**config.mk**
```make
export PLATFORM = sky130hd
export DESIGN_NAME = i2c_register_slave_flash_window
export DESIGN_NICKNAME = d
export VERILOG_FILES = /design/src/i2cfw_pkg.sv /design/src/i2cfw_ram.sv /design/src/i2cfw_dp.sv /design/src/i2cfw_ctrl.sv /design/src/i2c_register_slave_flash_window.sv
export SDC_FILE = /design/constraint.sdc
export NUM_CORES = 2
export LEC_CHECK = 0
export BUFFER_PORTS_ARGS = -buffer_cell sky130_fd_sc_hd__buf_2
export CAP_MARGIN = 10
export CORE_UTILIZATION = 45
export DETAILED_ROUTE_END_ITERATION = 8
export HOLD_SLACK_MARGIN = 0.06
export MAX_ROUTING_LAYER = met4
export PLACE_DENSITY = 0.63
export SYNTH_ARGS = -nofsm -noshare
export SYNTH_HDL_FRONTEND = slang
export SYNTH_SLANG_ARGS = --single-unit
```
**constraint.sdc**
```tcl
create_clock -name clk -period 4.6 [get_ports clk]
set_input_delay 0.46 -clock clk [delete_from_list [all_inputs] [get_ports clk]]
set_output_delay 0.46 -clock clk [all_outputs]
set_load 0.05 [all_outputs]
```
**src/i2cfw_pkg.sv**
```systemverilog
// Shared constants, codes and control structs for the I2C register slave flash window.
// Used by i2cfw_dp, i2cfw_ctrl and the top level; depends on nothing.
`timescale 1ns / 1ps

package i2cfw_pkg;

    // Sizing
    localparam int BUFFER_BYTES = 128;
    localparam int FLASH_BYTES  = 262144;
    localparam int PAGE_BYTES   = 8192;

    localparam int BUF_WORDS = BUFFER_BYTES / 4;
    localparam int WORD_AW   = (BUF_WORDS > 1) ? $clog2(BUF_WORDS) : 1;
    localparam int BUF_AW    = $clog2(BUFFER_BYTES);

    localparam logic [31:0] PAGE_MASK      = 32'(PAGE_BYTES - 1);
    localparam logic [31:0] FLASH_LIMIT    = 32'(FLASH_BYTES);
    localparam logic [31:0] WIN_ALIGN_MASK = 32'hFFFF_FF80;
    localparam logic [31:0] WORD_ONES      = 32'hFFFF_FFFF;

    // Bus event codes
    localparam logic [2:0] CMD_MATCH_WR = 3'd0;
    localparam logic [2:0] CMD_MATCH_RD = 3'd1;
    localparam logic [2:0] CMD_WRITE    = 3'd2;
    localparam logic [2:0] CMD_READ     = 3'd3;
    localparam logic [2:0] CMD_STOP     = 3'd4;
    localparam logic [2:0] CMD_RESET    = 3'd5;

    // Result kinds
    localparam logic [2:0] KIND_READ    = 3'd0;
    localparam logic [2:0] KIND_PROGRAM = 3'd1;
    localparam logic [2:0] KIND_ERASE   = 3'd2;
    localparam logic [2:0] KIND_UNLOCK  = 3'd3;
    localparam logic [2:0] KIND_LOCK    = 3'd4;
    localparam logic [2:0] KIND_CLEAR   = 3'd5;

    // Register map
    localparam logic [7:0] IDX_BOARD     = 8'h00;
    localparam logic [7:0] IDX_FW        = 8'h01;
    localparam logic [7:0] IDX_PCB       = 8'h02;
    localparam logic [7:0] IDX_DDR       = 8'h03;
    localparam logic [7:0] IDX_BOM       = 8'h04;
    localparam logic [7:0] IDX_CMDBYTE   = 8'h05;
    localparam logic [7:0] IDX_FAMILY    = 8'h18;
    localparam logic [7:0] IDX_LTEMP     = 8'h30;
    localparam logic [7:0] IDX_RTEMP     = 8'h31;
    localparam logic [7:0] IDX_FLASH_CMD = 8'h63;
    localparam logic [7:0] IDX_OFS0      = 8'h7C;
    localparam logic [7:0] IDX_OFS3      = 8'h7F;
    localparam logic [7:0] IDX_WIN       = 8'h80;
    localparam logic [7:0] IDX_FLUSH     = 8'hFF;

    // Flash command bytes written at IDX_FLASH_CMD
    localparam logic [7:0] FOP_UNLOCK = 8'h02;
    localparam logic [7:0] FOP_LOCK   = 8'h03;
    localparam logic [7:0] FOP_ERASE  = 8'h04;

    // Configuration register indexes
    localparam int CFG_IW = 3;
    localparam logic [CFG_IW-1:0] CFG_BOARD  = 3'd0;
    localparam logic [CFG_IW-1:0] CFG_FW     = 3'd1;
    localparam logic [CFG_IW-1:0] CFG_PCB    = 3'd2;
    localparam logic [CFG_IW-1:0] CFG_DDR    = 3'd3;
    localparam logic [CFG_IW-1:0] CFG_BOM    = 3'd4;
    localparam logic [CFG_IW-1:0] CFG_FAMILY = 3'd5;

    // Controller -> datapath
    typedef struct packed {
        logic accept;      // take the input beat and do its byte work
        logic emit_clear;  // send the end-flag clear
        logic fl_rd;       // flush: read buffer word at counter
        logic fl_chk;      // flush: test word, advance counter
        logic fl_end;      // flush: send the held word as last
    } dp_cmd_t;

    // Datapath -> controller
    typedef struct packed {
        logic go_clear;    // current beat is a write to the flash command register
        logic go_flush;    // current beat is a stop with flush armed
        logic fl_done;     // counter is on the last buffer word
    } dp_stat_t;

endpackage

```
**src/i2cfw_ram.sv**
```systemverilog
// Generic simple dual-port RAM: one write port, one registered read port.
// No dependencies.
`timescale 1ns / 1ps

module i2cfw_ram #(
    parameter int WIDTH = 8,
    parameter int DEPTH = 32
) (
    input  logic                                   clk,
    input  logic                                   we,
    input  logic [((DEPTH > 1) ? $clog2(DEPTH) : 1)-1:0] waddr,
    input  logic [WIDTH-1:0]                       wdata,
    input  logic                                   re,
    input  logic [((DEPTH > 1) ? $clog2(DEPTH) : 1)-1:0] raddr,
    output logic [WIDTH-1:0]                       rdata
);

    logic [WIDTH-1:0] mem [DEPTH];

    always_ff @(posedge clk)
    begin
        if (we)
        begin
            mem[waddr] <= wdata;
        end
        if (re)
        begin
            rdata <= mem[raddr];
        end
    end

endmodule

```
**src/i2cfw_dp.sv**
```systemverilog
// Datapath: register index, offset bytes, config registers, staging buffer,
// flush word counter and the result register. Uses i2cfw_pkg and i2cfw_ram.
`timescale 1ns / 1ps

module i2cfw_dp (
    input  logic                        clk,
    input  logic                        rst_n,
    input  i2cfw_pkg::dp_cmd_t          ctl,
    output i2cfw_pkg::dp_stat_t         stat,
    input  logic [2:0]                  cmd,
    input  logic [7:0]                  data_byte,
    input  logic signed [7:0]           local_temp,
    input  logic signed [7:0]           remote_temp,
    input  logic [7:0]                  flash_byte,
    input  logic                        cfg_we,
    input  logic [i2cfw_pkg::CFG_IW-1:0] cfg_index,
    input  logic [7:0]                  cfg_data,
    output logic                        result_strobe,
    output logic [2:0]                  kind,
    output logic [7:0]                  read_data,
    output logic [31:0]                 target_offset,
    output logic [31:0]                 program_word,
    output logic                        last
);
    import i2cfw_pkg::*;

    // control state
    logic [7:0]              reg_index_reg, reg_index_next;
    logic                    pending_reg, pending_next;
    logic [7:0]              ofs_reg [4];
    logic [7:0]              ofs_next [4];
    logic                    armed_reg, armed_next;
    logic [BUFFER_BYTES-1:0] bvalid_reg, bvalid_next;
    logic [WORD_AW-1:0]      cnt_reg, cnt_next;
    logic                    hold_valid_reg, hold_valid_next;
    logic                    strobe_reg, strobe_next;
    logic [7:0]              cfg_reg [6];

    // payload
    logic [2:0]  kind_reg, kind_next;
    logic [7:0]  rd_reg, rd_next;
    logic [31:0] off_reg, off_next;
    logic [31:0] word_reg, word_next;
    logic        last_reg, last_next;
    logic [31:0] hold_word_reg, hold_word_next;
    logic [31:0] hold_off_reg, hold_off_next;
    logic [3:0]  nib_reg, nib_next;

    logic [31:0] offset;
    logic [6:0]  win_k;
    logic        buf_we;
    logic [7:0]  lane_rdata [4];
    logic [31:0] flush_word;
    logic [31:0] flush_addr;

    assign offset = {ofs_reg[0], ofs_reg[1], ofs_reg[2], ofs_reg[3]};
    assign win_k  = reg_index_reg[6:0];
    assign buf_we = ctl.accept && cmd == CMD_WRITE && !pending_reg
                    && reg_index_reg[7] && 32'(win_k) < 32'(BUFFER_BYTES);

    assign stat.go_clear = cmd == CMD_WRITE && !pending_reg && reg_index_reg == IDX_FLASH_CMD;
    assign stat.go_flush = cmd == CMD_STOP && armed_reg;
    assign stat.fl_done  = cnt_reg == WORD_AW'(BUF_WORDS - 1);

    for (genvar l = 0; l < 4; l++)
    begin : g_lane
        i2cfw_ram #(
            .WIDTH(8),
            .DEPTH(BUF_WORDS)
        ) u_ram (
            .clk  (clk),
            .we   (buf_we && win_k[1:0] == 2'(l)),
            .waddr(WORD_AW'(win_k >> 2)),
            .wdata(data_byte),
            .re   (ctl.fl_rd),
            .raddr(cnt_reg),
            .rdata(lane_rdata[l])
        );
    end

    // unwritten bytes read as zero
    assign flush_word = {nib_reg[3] ? lane_rdata[3] : 8'h00,
                         nib_reg[2] ? lane_rdata[2] : 8'h00,
                         nib_reg[1] ? lane_rdata[1] : 8'h00,
                         nib_reg[0] ? lane_rdata[0] : 8'h00};
    assign flush_addr = (offset & WIN_ALIGN_MASK) + (32'(cnt_reg) << 2);

    always_comb
    begin
        reg_index_next  = reg_index_reg;
        pending_next    = pending_reg;
        ofs_next        = ofs_reg;
        armed_next      = armed_reg;
        bvalid_next     = bvalid_reg;
        cnt_next        = cnt_reg;
        hold_valid_next = hold_valid_reg;
        hold_word_next  = hold_word_reg;
        hold_off_next   = hold_off_reg;
        nib_next        = nib_reg;
        strobe_next     = 1'b0;
        kind_next       = kind_reg;
        rd_next         = 8'h00;
        off_next        = 32'd0;
        word_next       = 32'd0;
        last_next       = 1'b1;

        if (ctl.accept)
        begin
            case (cmd)
                CMD_MATCH_WR:
                begin
                    pending_next = 1'b1;
                end
                CMD_WRITE:
                begin
                    if (pending_reg)
                    begin
                        reg_index_next = data_byte;
                        pending_next   = 1'b0;
                    end
                    else
                    begin
                        reg_index_next = reg_index_reg + 8'd1;
                        if (reg_index_reg == IDX_FLASH_CMD)
                        begin
                            // clear end flag follows from the controller
                            last_next = 1'b0;
                            if (data_byte == FOP_UNLOCK)
                            begin
                                strobe_next = 1'b1;
                                kind_next   = KIND_UNLOCK;
                            end
                            else if (data_byte == FOP_LOCK)
                            begin
                                strobe_next = 1'b1;
                                kind_next   = KIND_LOCK;
                            end
                            else if (data_byte == FOP_ERASE && (offset & PAGE_MASK) == 32'd0
                                     && offset < FLASH_LIMIT)
                            begin
                                strobe_next = 1'b1;
                                kind_next   = KIND_ERASE;
                                off_next    = offset;
                            end
                        end
                        else if (reg_index_reg inside {[IDX_OFS0:IDX_OFS3]})
                        begin
                            ofs_next[reg_index_reg[1:0]] = data_byte;
                        end
                        else if (reg_index_reg[7])
                        begin
                            if (buf_we)
                            begin
                                bvalid_next[win_k[BUF_AW-1:0]] = 1'b1;
                            end
                            if (reg_index_reg == IDX_FLUSH)
                            begin
                                armed_next = 1'b1;
                            end
                        end
                    end
                end
                CMD_READ:
                begin
                    reg_index_next = reg_index_reg + 8'd1;
                    strobe_next    = 1'b1;
                    kind_next      = KIND_READ;
                    case (reg_index_reg)
                        IDX_BOARD:   rd_next = cfg_reg[CFG_BOARD];
                        IDX_FW:      rd_next = cfg_reg[CFG_FW];
                        IDX_PCB:     rd_next = cfg_reg[CFG_PCB];
                        IDX_DDR:     rd_next = cfg_reg[CFG_DDR];
                        IDX_BOM:     rd_next = cfg_reg[CFG_BOM];
                        IDX_CMDBYTE: rd_next = 8'h00;
                        IDX_FAMILY:  rd_next = cfg_reg[CFG_FAMILY];
                        IDX_LTEMP:   rd_next = $unsigned(local_temp);
                        IDX_RTEMP:   rd_next = $unsigned(remote_temp);
                        default:
                        begin
                            if (reg_index_reg inside {[IDX_OFS0:IDX_OFS3]})
                            begin
                                rd_next = ofs_reg[reg_index_reg[1:0]];
                            end
                            else if (reg_index_reg[7])
                            begin
                                rd_next  = flash_byte;
                                off_next = offset + 32'(win_k);
                            end
                            else
                            begin
                                rd_next = 8'hFF;
                            end
                        end
                    endcase
                end
                CMD_STOP:
                begin
                    if (armed_reg)
                    begin
                        armed_next      = 1'b0;
                        cnt_next        = '0;
                        hold_valid_next = 1'b0;
                    end
                end
                CMD_RESET:
                begin
                    reg_index_next = 8'h00;
                    pending_next   = 1'b0;
                    for (int i = 0; i < 4; i++)
                    begin
                        ofs_next[i] = 8'h00;
                    end
                    armed_next  = 1'b0;
                    bvalid_next = '0;
                end
                default:
                begin
                end
            endcase
        end

        if (ctl.emit_clear)
        begin
            strobe_next = 1'b1;
            kind_next   = KIND_CLEAR;
        end

        if (ctl.fl_rd)
        begin
            for (int l = 0; l < 4; l++)
            begin
                nib_next[l] = bvalid_reg[BUF_AW'({cnt_reg, 2'(l)})];
            end
        end

        // one word held back so the final program beat can carry last
        if (ctl.fl_chk)
        begin
            cnt_next = cnt_reg + WORD_AW'(1);
            if (flush_word != WORD_ONES)
            begin
                if (hold_valid_reg)
                begin
                    strobe_next = 1'b1;
                    kind_next   = KIND_PROGRAM;
                    off_next    = hold_off_reg;
                    word_next   = hold_word_reg;
                    last_next   = 1'b0;
                end
                hold_valid_next = 1'b1;
                hold_word_next  = flush_word;
                hold_off_next   = flush_addr;
            end
        end

        if (ctl.fl_end && hold_valid_reg)
        begin
            strobe_next     = 1'b1;
            kind_next       = KIND_PROGRAM;
            off_next        = hold_off_reg;
            word_next       = hold_word_reg;
            hold_valid_next = 1'b0;
        end
    end

    always_ff @(posedge clk or negedge rst_n)
    begin
        if (!rst_n)
        begin
            reg_index_reg  <= 8'h00;
            pending_reg    <= 1'b0;
            for (int i = 0; i < 4; i++)
            begin
                ofs_reg[i] <= 8'h00;
            end
            armed_reg      <= 1'b0;
            bvalid_reg     <= '0;
            cnt_reg        <= '0;
            hold_valid_reg <= 1'b0;
            strobe_reg     <= 1'b0;
            for (int i = 0; i < 6; i++)
            begin
                cfg_reg[i] <= 8'h00;
            end
        end
        else
        begin
            reg_index_reg  <= reg_index_next;
            pending_reg    <= pending_next;
            ofs_reg        <= ofs_next;
            armed_reg      <= armed_next;
            bvalid_reg     <= bvalid_next;
            cnt_reg        <= cnt_next;
            hold_valid_reg <= hold_valid_next;
            strobe_reg     <= strobe_next;
            if (cfg_we && 32'(cfg_index) < 32'd6)
            begin
                cfg_reg[cfg_index] <= cfg_data;
            end
        end
    end

    always_ff @(posedge clk)
    begin
        kind_reg      <= kind_next;
        rd_reg        <= rd_next;
        off_reg       <= off_next;
        word_reg      <= word_next;
        last_reg      <= last_next;
        hold_word_reg <= hold_word_next;
        hold_off_reg  <= hold_off_next;
        nib_reg       <= nib_next;
    end

    assign result_strobe = strobe_reg;
    assign kind          = kind_reg;
    assign read_data     = rd_reg;
    assign target_offset = off_reg;
    assign program_word  = word_reg;
    assign last          = last_reg;

endmodule

```
**src/i2cfw_ctrl.sv**
```systemverilog
// Controller state machine: sequences the end-flag clear and the buffer flush.
// Uses i2cfw_pkg; drives i2cfw_dp through dp_cmd_t.
`timescale 1ns / 1ps

module i2cfw_ctrl (
    input  logic                clk,
    input  logic                rst_n,
    input  logic                start,
    output logic                busy,
    input  i2cfw_pkg::dp_stat_t stat,
    output i2cfw_pkg::dp_cmd_t  ctl
);
    import i2cfw_pkg::*;

    localparam logic [2:0] S_IDLE = 3'd0;
    localparam logic [2:0] S_CLR  = 3'd1;
    localparam logic [2:0] S_FRD  = 3'd2;
    localparam logic [2:0] S_FCHK = 3'd3;
    localparam logic [2:0] S_FEND = 3'd4;

    logic [2:0] state_reg, state_next;

    always_comb
    begin
        ctl        = '0;
        state_next = state_reg;
        case (state_reg)
            S_IDLE:
            begin
                if (start)
                begin
                    ctl.accept = 1'b1;
                    if (stat.go_clear)
                    begin
                        state_next = S_CLR;
                    end
                    else if (stat.go_flush)
                    begin
                        state_next = S_FRD;
                    end
                end
            end
            S_CLR:
            begin
                ctl.emit_clear = 1'b1;
                state_next     = S_IDLE;
            end
            S_FRD:
            begin
                ctl.fl_rd  = 1'b1;
                state_next = S_FCHK;
            end
            S_FCHK:
            begin
                ctl.fl_chk = 1'b1;
                state_next = stat.fl_done ? S_FEND : S_FRD;
            end
            S_FEND:
            begin
                ctl.fl_end = 1'b1;
                state_next = S_IDLE;
            end
            default:
            begin
                state_next = S_IDLE;
            end
        endcase
    end

    always_ff @(posedge clk or negedge rst_n)
    begin
        if (!rst_n)
        begin
            state_reg <= S_IDLE;
        end
        else
        begin
            state_reg <= state_next;
        end
    end

    assign busy = state_reg != S_IDLE;

    a_flush_entry: assert property (@(posedge clk) disable iff (!rst_n)
        (ctl.accept && !stat.go_clear && stat.go_flush) |=> state_reg == S_FRD)
        else $error("flush did not start after armed stop");

    a_chk_after_rd: assert property (@(posedge clk) disable iff (!rst_n)
        ctl.fl_chk |-> $past(ctl.fl_rd))
        else $error("buffer word tested without a read");

    a_clear_after_write: assert property (@(posedge clk) disable iff (!rst_n)
        ctl.emit_clear |-> $past(ctl.accept))
        else $error("end-flag clear without a flash command write");

endmodule

```
**src/i2c_register_slave_flash_window.sv**
```systemverilog
// Top level of the I2C register slave flash window.
// Uses i2cfw_pkg; instantiates i2cfw_ctrl and i2cfw_dp (which holds the i2cfw_ram lanes).
`timescale 1ns / 1ps

// Usage
//   Input channel: one bus event per beat (cmd, data_byte, temps, flash_byte),
//   taken at a rising edge with start high and busy low.
//   Config channel: cfg_valid/cfg_ready with cfg_index and cfg_data; cfg_ready
//   is always high, indexes 6 and 7 are ignored. Write only while idle.
//   Result channel: result_strobe marks each result for exactly one cycle;
//   last is set on the final result of an event. The receiver cannot stall.
// Sequencing
//   A read byte or an unlock/lock/erase beat shows its first result in the cycle
//   after acceptance. A write to the flash command register keeps busy high
//   while in S_CLR and sends the end-flag clear through S_CLR and the result register.
//   Other events finish in the accept cycle; busy stays low, one beat a cycle.
//   An armed stop walks the buffer word by word: S_FRD reads the four byte
//   lanes, S_FCHK tests the word, and S_FEND sends the held word at the end.
//   Program results trail by one word since one is held to place last.
// Reset
//   rst_n clears the register index, offset, flush flag, buffer valid bits
//   and the config registers; unwritten buffer bytes read as zero.
module i2c_register_slave_flash_window (
    input  logic                         clk,
    input  logic                         rst_n,
    input  logic                         start,
    output logic                         busy,
    input  logic [2:0]                   cmd,
    input  logic [7:0]                   data_byte,
    input  logic signed [7:0]            local_temp,
    input  logic signed [7:0]            remote_temp,
    input  logic [7:0]                   flash_byte,
    input  logic                         cfg_valid,
    output logic                         cfg_ready,
    input  logic [i2cfw_pkg::CFG_IW-1:0] cfg_index,
    input  logic [7:0]                   cfg_data,
    output logic                         result_strobe,
    output logic [2:0]                   kind,
    output logic [7:0]                   read_data,
    output logic [31:0]                  target_offset,
    output logic [31:0]                  program_word,
    output logic                         last
);
    import i2cfw_pkg::*;

    dp_cmd_t  ctl;
    dp_stat_t stat;

    // config writes never wait
    assign cfg_ready = 1'b1;

    i2cfw_ctrl u_ctrl (
        .clk  (clk),
        .rst_n(rst_n),
        .start(start),
        .busy (busy),
        .stat (stat),
        .ctl  (ctl)
    );

    i2cfw_dp u_dp (
        .clk          (clk),
        .rst_n        (rst_n),
        .ctl          (ctl),
        .stat         (stat),
        .cmd          (cmd),
        .data_byte    (data_byte),
        .local_temp   (local_temp),
        .remote_temp  (remote_temp),
        .flash_byte   (flash_byte),
        .cfg_we       (cfg_valid && cfg_ready),
        .cfg_index    (cfg_index),
        .cfg_data     (cfg_data),
        .result_strobe(result_strobe),
        .kind         (kind),
        .read_data    (read_data),
        .target_offset(target_offset),
        .program_word (program_word),
        .last         (last)
    );

endmodule
```
==> reports/results.ini <==
[yosys]
syn_inst=3255
synth_area_leaders=edfxtp_1, mux4_2, dfrtp_1
synthDistinctLibCells=67
async_flop_share_pct=16.0
ys_warn_count=0
synth_area_mm2=0.0567
synth.top_cell.area_share_pct=59.4
ys_seq_area_share_pct=72.2
post-synth-top-area-cell=edfxtp_1
synth-main-ff-cell=edfxtp_1
synth_edf_count=1122
syn_nets=3319
avgSynthCellArea_um2=17.4
ys_seq_elements=1426

[floorplanning]
start_util_pct=45.6
pin_count=129
core_mm2=0.124
die-area_mm2=0.127
die_w_um=357
die-height_um=357
row_count=129

[global_routing]
grt_use_total_pct=23.1
grt_max_degree=103
grt_pass1_vias=30726
antenna_found_initial=2
grt_pass1_wl_mm=208
grt_overflow=0

[power]
power.leakage_nw=21.4
irDropWorstVdd_mv=0.230
swShare_pct=22.7
power_switching_mw=6.26
pwr-share-clk_pct=42.4
internal_power_mw=21.4
power_density_mw_per_mm2=429
p_comb_share_pct=6.0
p_total_mw=27.6
p_seq_share_pct=51.6

[cells_and_area]
syn2layout_area_growth_pct=13.4
fin_area_mm2=0.0643
largest_reg_flops=1024
n_fill_cell=9978
final_common_cell=edfxtp_1
nNetsFinal=3497
register_area_mm2=0.0409
multi_input_area_mm2=0.0149
layout.cells.non_filler=5185
drive_above_1_share_pct=22.3
final_core_util_pct=51.7
mostFrequentLayoutCells=edfxtp_1, nor2_1, mux4_2, dfrtp_1, nand2_1

[clock_tree]
clockBufferDepth=3
cts_setup_buffers=0
htree_levels=4
tritoncts=done
root_buffer=clkbuf_16
insertion_delay_ns=0.78
clk_pin_slew_ns=0.06
clock_sinks=1426
cts_buffers=144

[timing]
final.setup.tns_ns=0
hold_slack_ns=0.160
final.period_utilization_pct=77.4
slew_viol_final=0
fmax_ghz=0.281
max_slew_margin_pct=14.5
rsz0062_at_grt=no
hold_viol=0
final.min_clock_period_ns=3.56
fin_ws_ns=1.04
worst_pin_slew_ns=1.27
clock_skew_ns=0.0301
setup_viol=0

[route]
ant_nets=0
drtPass1Iterations=5
vias_per_cell=5.92
wirelength_mm=140
vias=30681
dr.first_iter.drc_count=3265
drc=0
wl_per_cell_um=27.1

[setup_path]
critPathCaptureType=flip-flop
crit_path_max_fanout=32
crit_type=reg2reg
cp-start-kind=flip-flop
r2r_slack_ns=1.04
crit_required_ns=4.98
cp.arrival_ns=3.94

[run]
drv_cap=0

[run_status]
status=finished, final reports clean

[placement]
dp_slack_ns=0.951
dp_hpwl_mm=89.1
gp_congestion=0.862
io_buffers=127
postPlaceCellArea_mm2=0.0594
placed_cells=4903

[hold_path]
hold_path_class=in2reg

## worst paths after layout
check / startpoint / endpoint / cells past startpoint
max: u_ctrl.state_reg[0] / u_dp.g_lane[3].u_ram.mem[11][2] / 6
min: cmd[1] / u_dp.pending_reg / 5
max reg2reg: u_ctrl.state_reg[0] / u_dp.g_lane[3].u_ram.mem[11][2] / 6
min reg2reg: u_dp.hold_off_reg[30] / u_dp.target_offset[30] / 2
max in group asynchronous: rst_n / u_dp.bvalid_reg[107] / 3
min in group asynchronous: rst_n / u_dp.cfg_reg[12] / 2
## synth_stat cells (65+ instances only)
| library cell | instances |
|---|---|
| buf_2 | 65 |
| nand2_1 | 155 |
| o21ai_0 | 71 |
| and2_1 | 75 |
| edfxtp_1 | 1122 |
| dfxtp_1 | 76 |
| mux4_2 | 296 |
| dfrtp_1 | 228 |
| clkbuf_1 | 97 |
| a21oi_1 | 150 |
| mux2i_1 | 146 |
| nor2_1 | 303 |
## worst max-delay path, cell delays in order, from the launching register on
cell and delay (ns):
dfrtp_1 0.55, nor4b_4 0.42, nand2_1 0.22, nor3b_1 0.76, nand2_1 0.16, buf_4 0.29, nor2_1 0.73
## layer usage
metal / track usage [%] / wire length [um]
met5: - / 0
met4: 6.09 / 2840
met3: 4.08 / 9850
met2: 35.5 / 68100
met1: 31.9 / 59600
## what timing repair did
action | 4_1_cts | 5_1_grt
resized for setup | 0 | 0
endpoints found under the hold margin | 157 | 0
hold buffers | 20 | 0
## final cells by class
type / count / share of cell area (%)
diodes: 2 / 0.00778
clock buffers: 187 / 6.16
clock inverters: 72 / 1.19
inverters: 20 / 0.117
multi-input cells: 1619 / 23.2
flip-flops and latches: 1426 / 63.6
well taps: 1637 / 3.18
repair buffers: 222 / 2.47
## logic make-up after synthesis
| kind of cell | after synthesis | share of synthesized area [%] |
|---|---|---|
| multiplexers | 491 | 15.3 |
| flip-flops | 1426 | 72.2 |
| XOR/XNOR | 21 | 0.324 |
| adder cells (fa/ha/maj) | 14 | 0.322 |
| buffers and inverters | 210 | 1.61 |
| AO/OA/AOI/OAI | 398 | 4.52 |
| AND/OR/NAND/NOR | 694 | 5.73 |
| other | 1 | 0.00661 |
## power by group through the flow
stage	Combinational [mW]	Clock, mW	Sequential [mW]
global route	1.78	12.4	14.3
floorplan	0.898	0	14.4
finish	1.66	11.7	14.2
CTS	1.66	11.9	14.2
detailed placement	1.64	0	14.5
global placement	1.62	0	14.5
(Power assumes the default switching activity.)
